`src/ast_pkg.sv`:
```
// ----------------------------------------------------------------------------
// ast_pkg
// types and constants used by the aging server table
// ----------------------------------------------------------------------------
package ast_pkg;

    // request kinds
    localparam logic [1:0] REQ_TICK  = 2'd0;
    localparam logic [1:0] REQ_REPLY = 2'd1;
    localparam logic [1:0] REQ_QUERY = 2'd2;
    localparam logic [1:0] REQ_SEND  = 2'd3;

    // result status codes
    localparam logic [2:0] STS_DONE     = 3'd0;
    localparam logic [2:0] STS_STORED   = 3'd1;
    localparam logic [2:0] STS_MISMATCH = 3'd2;
    localparam logic [2:0] STS_FULL     = 3'd3;
    localparam logic [2:0] STS_EMPTY    = 3'd4;

    // configuration register indexes
    localparam logic [1:0] CFG_LOCAL_APP_ID   = 2'd0;
    localparam logic [1:0] CFG_ENTRY_TIMEOUT  = 2'd1;
    localparam logic [1:0] CFG_REQ_INTERVAL   = 2'd2;

    localparam int          CFG_IDX_W         = 2;
    localparam int          CFG_DATA_W        = 32;
    localparam int          COUNT_W           = 5;
    localparam int          QUERY_W           = 4;
    localparam logic [31:0] APP_MASK          = 32'hFFFF_FF00;
    localparam logic [15:0] REQ_INTERVAL_RST  = 16'd1000;

    typedef struct packed {
        logic [1:0]  req_type;
        logic [15:0] delta_ms;
        logic [47:0] from_addr;
        logic [31:0] reply_app_id;
        logic [31:0] sent_time_ms;
        logic [3:0]  query_index;
    } t_in_word;

    typedef struct packed {
        logic [2:0]  status;
        logic [47:0] entry_addr;
        logic [31:0] entry_ping_ms;
        logic        entry_wrong_version;
        logic [31:0] entry_time_left_ms;
        logic        request_granted;
        logic [31:0] now_ms;
        logic [4:0]  entry_count;
    } t_out_word;

    // one stored table entry
    typedef struct packed {
        logic [47:0] addr;
        logic [31:0] time_left;
        logic [31:0] ping;
        logic        wrong_version;
    } t_entry;

    localparam int ENTRY_W = $bits(t_entry);

endpackage

```
`src/ast_ram.sv`:
```
// ----------------------------------------------------------------------------
// ast_ram
// generic single write, single read ram with registered read data
// ----------------------------------------------------------------------------
module ast_ram #(
    parameter int WIDTH = 8,
    parameter int DEPTH = 16
) (
    input  logic                     i_clk,
    input  logic                     i_we,
    input  logic [$clog2(DEPTH)-1:0] i_waddr,
    input  logic [WIDTH-1:0]         i_wdata,
    input  logic                     i_re,
    input  logic [$clog2(DEPTH)-1:0] i_raddr,
    output logic [WIDTH-1:0]         o_rdata
);

    logic [WIDTH-1:0] r_mem [DEPTH];
    logic [WIDTH-1:0] r_rdata;

    always_ff @(posedge i_clk) begin
        if (i_we) begin
            r_mem[i_waddr] <= i_wdata;
        end
        if (i_re) begin
            r_rdata <= r_mem[i_raddr];
        end
    end

    assign o_rdata = r_rdata;

endmodule

```
`src/ast_sub.sv`:
```
// ----------------------------------------------------------------------------
// ast_sub
// shared 32-bit subtract and compare unit
// ----------------------------------------------------------------------------
module ast_sub (
    input  logic [31:0] i_a,
    input  logic [31:0] i_b,
    output logic [31:0] o_diff,
    output logic        o_le
);

    logic [32:0] w_full;

    // borrow out means a below b, zero difference means equal
    assign w_full = {1'b0, i_a} - {1'b0, i_b};
    assign o_diff = w_full[31:0];
    assign o_le   = w_full[32] | (w_full[31:0] == 32'd0);

endmodule

```
`src/aging_server_table.sv`:
```
// ----------------------------------------------------------------------------
// aging_server_table
// ordered table of discovered servers with lifetime aging and request holdoff
// ----------------------------------------------------------------------------
// usage
//   input channel i_in_valid / o_in_stall carries one word per request: tick,
//   reply received, query by position or send check. output channel
//   o_out_valid / i_out_stall returns exactly one word per request.
//   configuration is a plain write port (i_cfg_we, i_cfg_idx, i_cfg_data),
//   to be written only while the block is idle; the block does not enforce it.
// sequencing
//   tick: one table walk that reads each entry from the ram, ages it in the
//   shared subtract unit and writes kept entries back compacted
//   reply: an address search over the ram then one write
//   query: one ram read at the queried position; send check, mismatched
//   reply and out-of-range query go straight to the result word
//   the ram has a single read port and the subtract unit is shared;
//   one request is in flight at a time and o_in_stall is high meanwhile
// reset
//   synchronous active low: clock, holdoff and entry count go to zero,
//   configuration registers to their defaults; table contents are not cleared
// stall
//   a finished word waits in the output register; the block takes the next
//   request while it waits, and holds a later result until the register frees
// ----------------------------------------------------------------------------
module aging_server_table #(
    parameter int TABLE_DEPTH = 16
) (
    input  logic                               i_clk,
    input  logic                               i_rst_n,
    input  logic                               i_in_valid,
    output logic                               o_in_stall,
    input  ast_pkg::t_in_word                  i_in_word,
    output logic                               o_out_valid,
    input  logic                               i_out_stall,
    output ast_pkg::t_out_word                 o_out_word,
    input  logic                               i_cfg_we,
    input  logic [ast_pkg::CFG_IDX_W-1:0]      i_cfg_idx,
    input  logic [ast_pkg::CFG_DATA_W-1:0]     i_cfg_data
);

    localparam int IW  = $clog2(TABLE_DEPTH);      // ram address width
    localparam int CW  = $clog2(TABLE_DEPTH + 1);  // count width
    localparam int QCW = (CW > ast_pkg::QUERY_W) ? CW : ast_pkg::QUERY_W;

    // one-hot sequencer
    typedef enum logic [8:0] {
        S_IDLE  = 9'b000000001,
        S_TK_RD = 9'b000000010,
        S_TK_EV = 9'b000000100,
        S_RP_RD = 9'b000001000,
        S_RP_EV = 9'b000010000,
        S_RP_WR = 9'b000100000,
        S_QY_RD = 9'b001000000,
        S_QY_EV = 9'b010000000,
        S_RESP  = 9'b100000000
    } t_state;

    t_state              r_state, n_state;

    // configuration
    logic [31:0]         r_local_app_id;
    logic [31:0]         r_entry_timeout;
    logic [15:0]         r_req_interval;

    // block state
    logic [31:0]         r_clock, n_clock;
    logic [15:0]         r_holdoff, n_holdoff;
    logic [CW-1:0]       r_used, n_used;
    logic [CW-1:0]       r_rd, n_rd;        // walk / search position
    logic [CW-1:0]       r_wr, n_wr;        // compaction write position
    ast_pkg::t_in_word   r_item, n_item;
    ast_pkg::t_out_word  r_res, n_res;      // result under construction
    ast_pkg::t_out_word  r_out, n_out;
    logic                r_out_valid, n_out_valid;

    // ram side
    logic                w_we, w_re;
    logic [IW-1:0]       w_waddr, w_raddr;
    ast_pkg::t_entry     w_wdata, w_rdata;
    logic [ast_pkg::ENTRY_W-1:0] w_rdata_bits;

    // shared subtract unit
    logic [31:0]         w_sub_a, w_sub_b, w_sub_diff;
    logic                w_sub_le;

    // misc decode
    logic                w_accept;
    logic                w_app_match;
    logic                w_query_hit;
    logic [QCW-1:0]      w_query_ext;
    logic                w_out_free;
    logic                w_keep;

    ast_ram #(
        .WIDTH (ast_pkg::ENTRY_W),
        .DEPTH (TABLE_DEPTH)
    ) u_ram (
        .i_clk   (i_clk),
        .i_we    (w_we),
        .i_waddr (w_waddr),
        .i_wdata (w_wdata),
        .i_re    (w_re),
        .i_raddr (w_raddr),
        .o_rdata (w_rdata_bits)
    );

    assign w_rdata = ast_pkg::t_entry'(w_rdata_bits);

    ast_sub u_sub (
        .i_a    (w_sub_a),
        .i_b    (w_sub_b),
        .o_diff (w_sub_diff),
        .o_le   (w_sub_le)
    );

    // aging during the walk, ping during the reply write
    always_comb begin
        if (r_state == S_TK_EV) begin
            w_sub_a = w_rdata.time_left;
            w_sub_b = {16'd0, r_item.delta_ms};
        end else begin
            w_sub_a = r_clock;
            w_sub_b = r_item.sent_time_ms;
        end
    end

    assign w_accept    = i_in_valid && (r_state == S_IDLE);
    assign o_in_stall  = (r_state != S_IDLE);
    assign w_app_match = ((i_in_word.reply_app_id & ast_pkg::APP_MASK) ==
                          (r_local_app_id & ast_pkg::APP_MASK));
    assign w_query_ext = QCW'(i_in_word.query_index);
    assign w_query_hit = (w_query_ext < QCW'(r_used));
    assign w_out_free  = !r_out_valid || !i_out_stall;
    // lifetime zero never ages; otherwise kept only if above delta
    assign w_keep      = (w_rdata.time_left == 32'd0) || !w_sub_le;

    always_comb begin
        n_state     = r_state;
        n_clock     = r_clock;
        n_holdoff   = r_holdoff;
        n_used      = r_used;
        n_rd        = r_rd;
        n_wr        = r_wr;
        n_item      = r_item;
        n_res       = r_res;
        n_out       = r_out;
        n_out_valid = r_out_valid && i_out_stall;

        w_re    = 1'b0;
        w_raddr = r_rd[IW-1:0];
        w_we    = 1'b0;
        w_waddr = r_wr[IW-1:0];
        w_wdata = w_rdata;

        case (r_state)
            S_IDLE: begin
                if (w_accept) begin
                    n_item = i_in_word;
                    n_res  = '0;
                    n_rd   = '0;
                    n_wr   = '0;
                    case (i_in_word.req_type)
                        ast_pkg::REQ_TICK: begin
                            n_clock   = r_clock + {16'd0, i_in_word.delta_ms};
                            n_holdoff = (r_holdoff > i_in_word.delta_ms) ?
                                        (r_holdoff - i_in_word.delta_ms) : 16'd0;
                            n_state   = S_TK_RD;
                        end
                        ast_pkg::REQ_REPLY: begin
                            if (w_app_match) begin
                                n_state = S_RP_RD;
                            end else begin
                                n_res.status = ast_pkg::STS_MISMATCH;
                                n_state      = S_RESP;
                            end
                        end
                        ast_pkg::REQ_QUERY: begin
                            if (w_query_hit) begin
                                n_rd    = CW'(w_query_ext);
                                n_state = S_QY_RD;
                            end else begin
                                n_res.status = ast_pkg::STS_EMPTY;
                                n_state      = S_RESP;
                            end
                        end
                        default: begin
                            // send check
                            if (r_holdoff == 16'd0) begin
                                n_holdoff             = r_req_interval;
                                n_res.request_granted = 1'b1;
                            end
                            n_state = S_RESP;
                        end
                    endcase
                end
            end

            S_TK_RD: begin
                if (r_rd == r_used) begin
                    n_used  = r_wr;
                    n_state = S_RESP;
                end else begin
                    w_re    = 1'b1;
                    n_state = S_TK_EV;
                end
            end

            S_TK_EV: begin
                if (w_keep) begin
                    w_we    = 1'b1;
                    w_wdata = w_rdata;
                    if (w_rdata.time_left != 32'd0) begin
                        w_wdata.time_left = w_sub_diff;
                    end
                    n_wr = r_wr + CW'(1);
                end
                n_rd    = r_rd + CW'(1);
                n_state = S_TK_RD;
            end

            S_RP_RD: begin
                if (r_rd == r_used) begin
                    // no match: append unless full
                    if (r_used == CW'(TABLE_DEPTH)) begin
                        n_res.status = ast_pkg::STS_FULL;
                        n_state      = S_RESP;
                    end else begin
                        n_state = S_RP_WR;
                    end
                end else begin
                    w_re    = 1'b1;
                    n_state = S_RP_EV;
                end
            end

            S_RP_EV: begin
                if (w_rdata.addr == r_item.from_addr) begin
                    n_state = S_RP_WR;
                end else begin
                    n_rd    = r_rd + CW'(1);
                    n_state = S_RP_RD;
                end
            end

            S_RP_WR: begin
                w_we                  = 1'b1;
                w_waddr               = r_rd[IW-1:0];
                w_wdata.addr          = r_item.from_addr;
                w_wdata.time_left     = r_entry_timeout;
                w_wdata.ping          = w_sub_diff;
                w_wdata.wrong_version = (r_item.reply_app_id != r_local_app_id);
                if (r_rd == r_used) begin
                    n_used = r_used + CW'(1);
                end
                n_res.status = ast_pkg::STS_STORED;
                n_state      = S_RESP;
            end

            S_QY_RD: begin
                w_re    = 1'b1;
                n_state = S_QY_EV;
            end

            S_QY_EV: begin
                n_res.entry_addr          = w_rdata.addr;
                n_res.entry_ping_ms       = w_rdata.ping;
                n_res.entry_wrong_version = w_rdata.wrong_version;
                n_res.entry_time_left_ms  = w_rdata.time_left;
                n_state                   = S_RESP;
            end

            S_RESP: begin
                // hand the word over once the output register frees
                if (w_out_free) begin
                    n_out             = r_res;
                    n_out.now_ms      = r_clock;
                    n_out.entry_count = ast_pkg::COUNT_W'(r_used);
                    n_out_valid       = 1'b1;
                    n_state           = S_IDLE;
                end
            end

            default: begin
                n_state = S_IDLE;
            end
        endcase
    end

    always_ff @(posedge i_clk) begin
        if (!i_rst_n) begin
            r_state         <= S_IDLE;
            r_clock         <= '0;
            r_holdoff       <= '0;
            r_used          <= '0;
            r_out_valid     <= 1'b0;
            r_local_app_id  <= '0;
            r_entry_timeout <= '0;
            r_req_interval  <= ast_pkg::REQ_INTERVAL_RST;
        end else begin
            r_state     <= n_state;
            r_clock     <= n_clock;
            r_holdoff   <= n_holdoff;
            r_used      <= n_used;
            r_out_valid <= n_out_valid;
            if (i_cfg_we) begin
                case (i_cfg_idx)
                    ast_pkg::CFG_LOCAL_APP_ID:  r_local_app_id  <= i_cfg_data;
                    ast_pkg::CFG_ENTRY_TIMEOUT: r_entry_timeout <= i_cfg_data;
                    ast_pkg::CFG_REQ_INTERVAL:  r_req_interval  <= i_cfg_data[15:0];
                    default: ;
                endcase
            end
        end
    end

    // payload registers
    always_ff @(posedge i_clk) begin
        r_rd   <= n_rd;
        r_wr   <= n_wr;
        r_item <= n_item;
        r_res  <= n_res;
        r_out  <= n_out;
    end

    assign o_out_valid = r_out_valid;
    assign o_out_word  = r_out;

endmodule
```
`config.mk`:
```
export PLATFORM = sky130hd
export DESIGN_NAME = aging_server_table
export DESIGN_NICKNAME = d
export VERILOG_FILES = /design/src/ast_pkg.sv /design/src/ast_ram.sv /design/src/ast_sub.sv /design/src/aging_server_table.sv
export SDC_FILE = /design/constraint.sdc
export NUM_CORES = 2
export LEC_CHECK = 0
export ABC_AREA = 1
export CAP_MARGIN = 20
export CORE_MARGIN = 8
export CORE_UTILIZATION = 63
export DETAILED_ROUTE_END_ITERATION = 8
export DONT_BUFFER_PORTS = 1
export PLACE_DENSITY = 0.77
export SYNTH_ARGS = -nofsm -noshare
export SYNTH_HDL_FRONTEND = slang
export SYNTH_SLANG_ARGS = --single-unit
export TNS_END_PERCENT = 5
```
`constraint.sdc`:
```
create_clock -name i_clk -period 12.02 [get_ports i_clk]
set_input_delay 1.202 -clock i_clk [delete_from_list [all_inputs] [get_ports i_clk]]
set_output_delay 1.202 -clock i_clk [all_outputs]
set_load 0.005 [all_outputs]
```
== Yosys cells after proc, flatten, opt, wreduce, memory -nomap -nowiden ==
Memory sizes are Yosys's and may differ from the RTL's. A register that Yosys moved wholly into a read port is not among the register bits.
Cells that the tools add are included.
Cells by class
  order comparisons: 2
  divide/modulo/power cells: 0
  equal/unequal tests: 27
  add/sub/neg operators: 6
  muxes and demuxes: 48
  bitwise gates (word level): 2
  shifts and indexed selects: 0
  multiply operators: 0
  reductions and logical operators: 36
Operators with widths (number)
  113-bit case mux with 2 select lines: 2
  154-bit two-way mux: 1
  32-bit two-way mux: 3
  9-bit case mux with 8 select lines: 1
  65-bit two-way mux: 1
  32-bit logical NOT: 2
  9-bit two-way mux: 7
  48-bit == test: 1
  32-bit by 32-bit subtractor with 33-bit output: 1
  32-bit by 16-bit adder with 32-bit output: 1
  16-bit two-way mux: 2
  32-bit inequality test: 1
  16-bit case mux with 2 select lines: 1
  32-bit nonzero test: 1
  5-bit two-way mux: 6
  9-bit case mux with 3 select lines: 1
  24-bit == test: 1
  5-bit case mux with 2 select lines: 2
  16-bit greater-than comparator: 1
  16-bit logical NOT: 1
  2-bit inequality test (second input constant): 8
  16-bit subtractor: 1
  5-bit by 1-bit adder with 5-bit output (second input constant): 3
  5-bit case mux with 3 select lines: 1
  36 further kinds: 71
Storage, ports and cells
  RAM bits: 1808
  output and inout port bits: 156
  bits in latches: 0
  memories kept: 1
  memory bits (read-only): 0
  bits of input ports: 173
  word-level logic and storage cells: 150
  register bits: 552
Memory list
  u_ram.r_mem: depth 16, width 113, rd ports 1, clocked after Yosys merged registers in 1, wr ports 1, RTL line ast_ram.sv:18  | logic [WIDTH-1:0] r_mem [DEPTH];

== Logic depth before layout (Yosys ltp) ==
  depth after elaboration: 11
  gate-level depth with buffers: 32
  gate-level depth less buffers: 30

== Cells and area by module ==
A second synthesis with hierarchy kept.
Unflattened totals
  cell total of the unflattened synthesis: 10638
  area, all modules: 108464.0 µm²
Modules (own cells, without submodules)
  ast_ram: area each 80632.3 µm², times used 1, cells an instance 7412, seq. area each 57685.3 µm²
  aging_server_table: area each 25091.6 µm², times used 1, cells an instance 2634, seq. area each 15144.5 µm²
  ast_sub: area each 2740.1 µm², times used 1, cells an instance 592, seq. area each 0.0 µm²

== Worst setup path after synthesis ==
Ideal clock, no wire load.
  path type: register to register
  start point: register r_state[4]
  end point: memory u_ram.r_mem[0][0] in the netlist's numbering, enable pin
  data required time: 11433 ps
  arrival: 8296 ps
  setup slack: 3137 ps
  setup time: 587 ps
  buffers on the path: 1
  clock period less this slack: 8883 ps
  cell stages (with the launch flop): 31
  cells stage by stage: dfxtp_1 > nor2_1 > inv_1 > nor2_2 > inv_2 > nor3_1 > nand3_1 > clkinv_1 > buf_1 > nand2_1 > nand2_1 > ha_1 > inv_1 > fa_1 > nand2_1 > inv_1 > nand2_1 > nand2_1 > nand2_1 > nand2_1 > nand2_1 > nand2_1 > xor2_1 > nor2_1 > nand2_1 > nor2_1 > nand3_4 > nand2_1 > nand3_1 > nand3_1 > nor2_1
Between the ends
  cells in the longest elaborated chain, start to end: 11
  elaborated cells between the ends (all ways): 14
  classes of those cells: add/sub: 1; eq/ne: 2; mux: 7; bitwise: 1; reduce/logical: 3
RTL lines
  from (decl): RTL line aging_server_table.sv:59  | t_state r_state, n_state;
  from (signal assigned): RTL line aging_server_table.sv:301  | r_state <= n_state;
  9-bit by 3-bit == test with 1-bit output: RTL line aging_server_table.sv:119, aging_server_table.sv:156
  32-bit two-way mux: RTL line aging_server_table.sv:119  | if (r_state == S_TK_EV) begin
  32-bit by 32-bit subtractor with 33-bit output: RTL line ast_sub.sv:15  | assign w_full = {1'b0, i_a} - {1'b0, i_b};
  32-bit logical NOT: RTL line ast_sub.sv:17  | assign o_le = w_full[32] | (w_full[31:0] == 32'd0);
  1-bit bitwise OR: RTL line ast_sub.sv:17
  1-bit logical NOT: RTL line aging_server_table.sv:136  | assign w_keep = (w_rdata.time_left == 32'd0) || !w_sub_le;
  1-bit logical OR: RTL line aging_server_table.sv:136
  1-bit two-way mux: RTL line aging_server_table.sv:210  | if (w_keep) begin
  1-bit case mux with 2 select lines: RTL line aging_server_table.sv:156  | case (r_state)
  1-bit two-way mux: RTL line ast_ram.sv:22  | if (i_we) begin
  1-bit two-way mux (not written as such): RTL line ast_ram.sv:23  | r_mem[i_waddr] <= i_wdata;
  to (decl): RTL line ast_ram.sv:18
Several ways; a longest one is shown, not always the timed one.

== Worst setup path after layout ==
  start point: register r_state[4]
  end point: memory u_ram.r_mem[0][8] in the netlist's numbering, enable pin
Same word-level chain as after synthesis.

==> impl_metrics.tcl <==
set metrics [dict create \
    ys.flop_type "edfxtp_1" \
    cts_resized 0 \
    core_area_um2 157800 \
    hold_violations 0 \
    vias 65980 \
    ys.warnings.count 0 \
    dpl.hpwl_mm 161.9 \
    cap_violations 0 \
    synth_area_leaders "edfxtp_1, o21ai_0, nor2_1" \
    synth_cells 8090 \
    post-cts-setup-buffer-count 0 \
    ir_drop_v 0.0001844 \
    timing.critical_path.mode_cell "nand2_1" \
    drcViolationCount 0 \
    worst_clock_skew_ns 0.05046 \
    slew_headroom 0.2197 \
    cpMaxStageDelayCell "buf_4" \
    vias_per_cell 6.409 \
    final_common_cell "edfxtp_1" \
    async_reset_ff_frac 0 \
    ioPinCount 329 \
    initial_core_util 0.6320 \
    cts_buffers 231 \
    drt-pass1-iter-count 6 \
    cts-htree-levels 4 \
    setup.worst_path.start_class "flip-flop" \
    drive_gt1_frac 0.06885 \
    clk_pin_slew_ns 0.06 \
    overflow 0 \
    rows 146 \
    drt_iter0_drc 9582 \
    track_usage 0.3140 \
    dieArea_um2 171300 \
    dieHeight_um 413.9 \
    antenna_found_initial 18 \
    cp_num_buf_inv 6 \
    cts-root-buf "clkbuf_16" \
    max_stage_delay_ns 0.92 \
    finalCritPeriodShare 0.6312 \
    worstMarginPinSlew_ns 1.171 \
    grt_pass1_wl_mm 402.3 \
    postRouteAntennaNets 0 \
    clock_latency_ns 0.87 \
    cts_buffer_depth 3 \
    fin_ws_ns 4.433 \
    power_density_nw_per_um2 174.2 \
    tritoncts "built" \
    final_cells 10290 \
    synth_largest_area_cell "edfxtp_1" \
    cp_top_family "simple AND/OR/NAND/NOR gates" \
    setup_tns_ns 0 \
    end_kind "flip-flop" \
    layout.nets 8276 \
    slew_violations 0 \
    synth_edf_count 2330 \
    yosysUniqueCellTypes 51 \
    finalSetupViolations 0 \
    critPathKind "flip-flop to flip-flop" \
    clock-sinks 2473 \
    post_drt_wl_per_cell_um 26.80 \
    synth.top_cell.area_share 0.7014 \
    routabilityCongestion 0.9429 \
    chipWidth_um 413.9 \
    status "finished, final reports clean" \
    hold_path.class "flip-flop to flip-flop" \
    place_ws_ns 4.297 \
    ys_ff_latch 2473 \
    syn_area_um2 99760 \
    path_max_fanout 60 \
    critPathArrivalTime_ns 8.06 \
    post-route-min-period_ns 7.587 \
    syn_nets 8342 \
    io_buffers 0 \
    fmax_mhz 131.8 \
    rsz0062_at_grt "no" \
    layout_common_cells "edfxtp_1, nor2_1, o21ai_0, nand2_1, inv_1" \
    syn_avg_cell_area_um2 12.33 \
    cp.required_ns 12.49 \
    fillers 10450 \
    first_global_vias 63080 \
    p_leak_nw 37.78 \
    grt_max_degree 216 \
    seq_area_frac_synth 0.7301 \
    cts_hold_buf 0 \
    wl_mm 275.8 \
    place_inst 9844 \
    synthToLayoutAreaGrowth_pct 9.798 \
]
metrics by stage:
step                        util  hold slack (ns)  cell area [µm²]  power [mW]
after floorplan                -           0.4003            99760       11.36
after global placement    0.6462           0.4025           102000       12.02
after detailed placement  0.6462           0.4045           102000       12.09
after CTS                 0.6925           0.3729           109300       19.09
after global routing      0.6939           0.3914           109500       19.66
final                     0.6940           0.3939           109500       19.08
metal layers:
layer / vias to the layer above / track usage / wire length [µm]
met5: - / 0 / 86
met2: 4253 / 0.4920 / 127600
met1: 31970 / 0.4284 / 103600
li1: 29040 / - / -
met3: 702 / 0.06263 / 30770
met4: 12 / 0.1485 / 13790
power breakdown:
group	leakage (nW)	internal, mW	switching (mW)
clock network	3.56	3.98	3.13
registers	22.3	9.57	0.0926
logic	11.9	0.629	1.68
total	37.8	14.2	4.91
registers in the layout (all words and copies together), names as in the netlist:
signal and count:
r_local_app_id 32, o_out_word 154, u_ram.r_mem 1808, r_state 9
r_item 128, r_used 5, r_holdoff 16, o_out_valid 1
r_rd 5, r_clock 32, r_req_interval 16, r_entry_timeout 32
r_res 117, r_wr 5, u_ram.o_rdata 113
kinds of logic (layout without fill, tap and decap cells):
group	after synthesis	in the layout	synth area share
AO/OA/AOI/OAI	1821	1821	0.1037
buffers and inverters	920	1036	0.03504
adder cells (fa/ha/maj)	79	79	0.01013
multiplexers	15	15	0.001505
XOR/XNOR	131	131	0.01158
AND/OR/NAND/NOR	2651	2651	0.1080
other	0	16	0
flip-flops	2473	2473	0.7301
synthesized netlist by cell type (37+ instances only):
| cell | n |
|---|---|
| dfxtp_1 | 143 |
| o221ai_1 | 187 |
| nand2_1 | 914 |
| o21ai_0 | 1167 |
| o211ai_1 | 48 |
| buf_1 | 37 |
| a21oi_1 | 116 |
| edfxtp_1 | 2330 |
| clkbuf_1 | 413 |
| xnor2_1 | 70 |
| o22ai_1 | 269 |
| nor2_1 | 1270 |
| nand4_1 | 65 |
| ha_1 | 76 |
| inv_1 | 436 |
| xor2_1 | 60 |
| nand3_1 | 297 |
path summary, 6_finish.rpt:
kind	from	endpoint	slack [ns]	cells past startpoint
max reg2reg	r_state[4]	u_ram.r_mem[0][8]	4.43	30
min reg2reg	r_res[116]	o_out_word[116]	0.39	0
max	r_state[4]	u_ram.r_mem[0][8]	4.43	30
min	r_res[116]	o_out_word[116]	0.39	0
layout make-up:
cell class | count | area (µm²) | area share
Inverter | 453 | 1733 | 0.01582
Clock inverter | 130 | 1225 | 0.01118
Sequential cell | 2473 | 72830 | 0.6649
Antenna cell | 16 | 40.04 | 0.0003655
Tap cell | 2072 | 2592 | 0.02367
Timing Repair Buffer | 168 | 1400 | 0.01278
Multi-Input combinational cell | 4697 | 23620 | 0.2157
Clock buffer | 285 | 6090 | 0.05560
No activity file was read; power rests on OpenSTA's default activity.
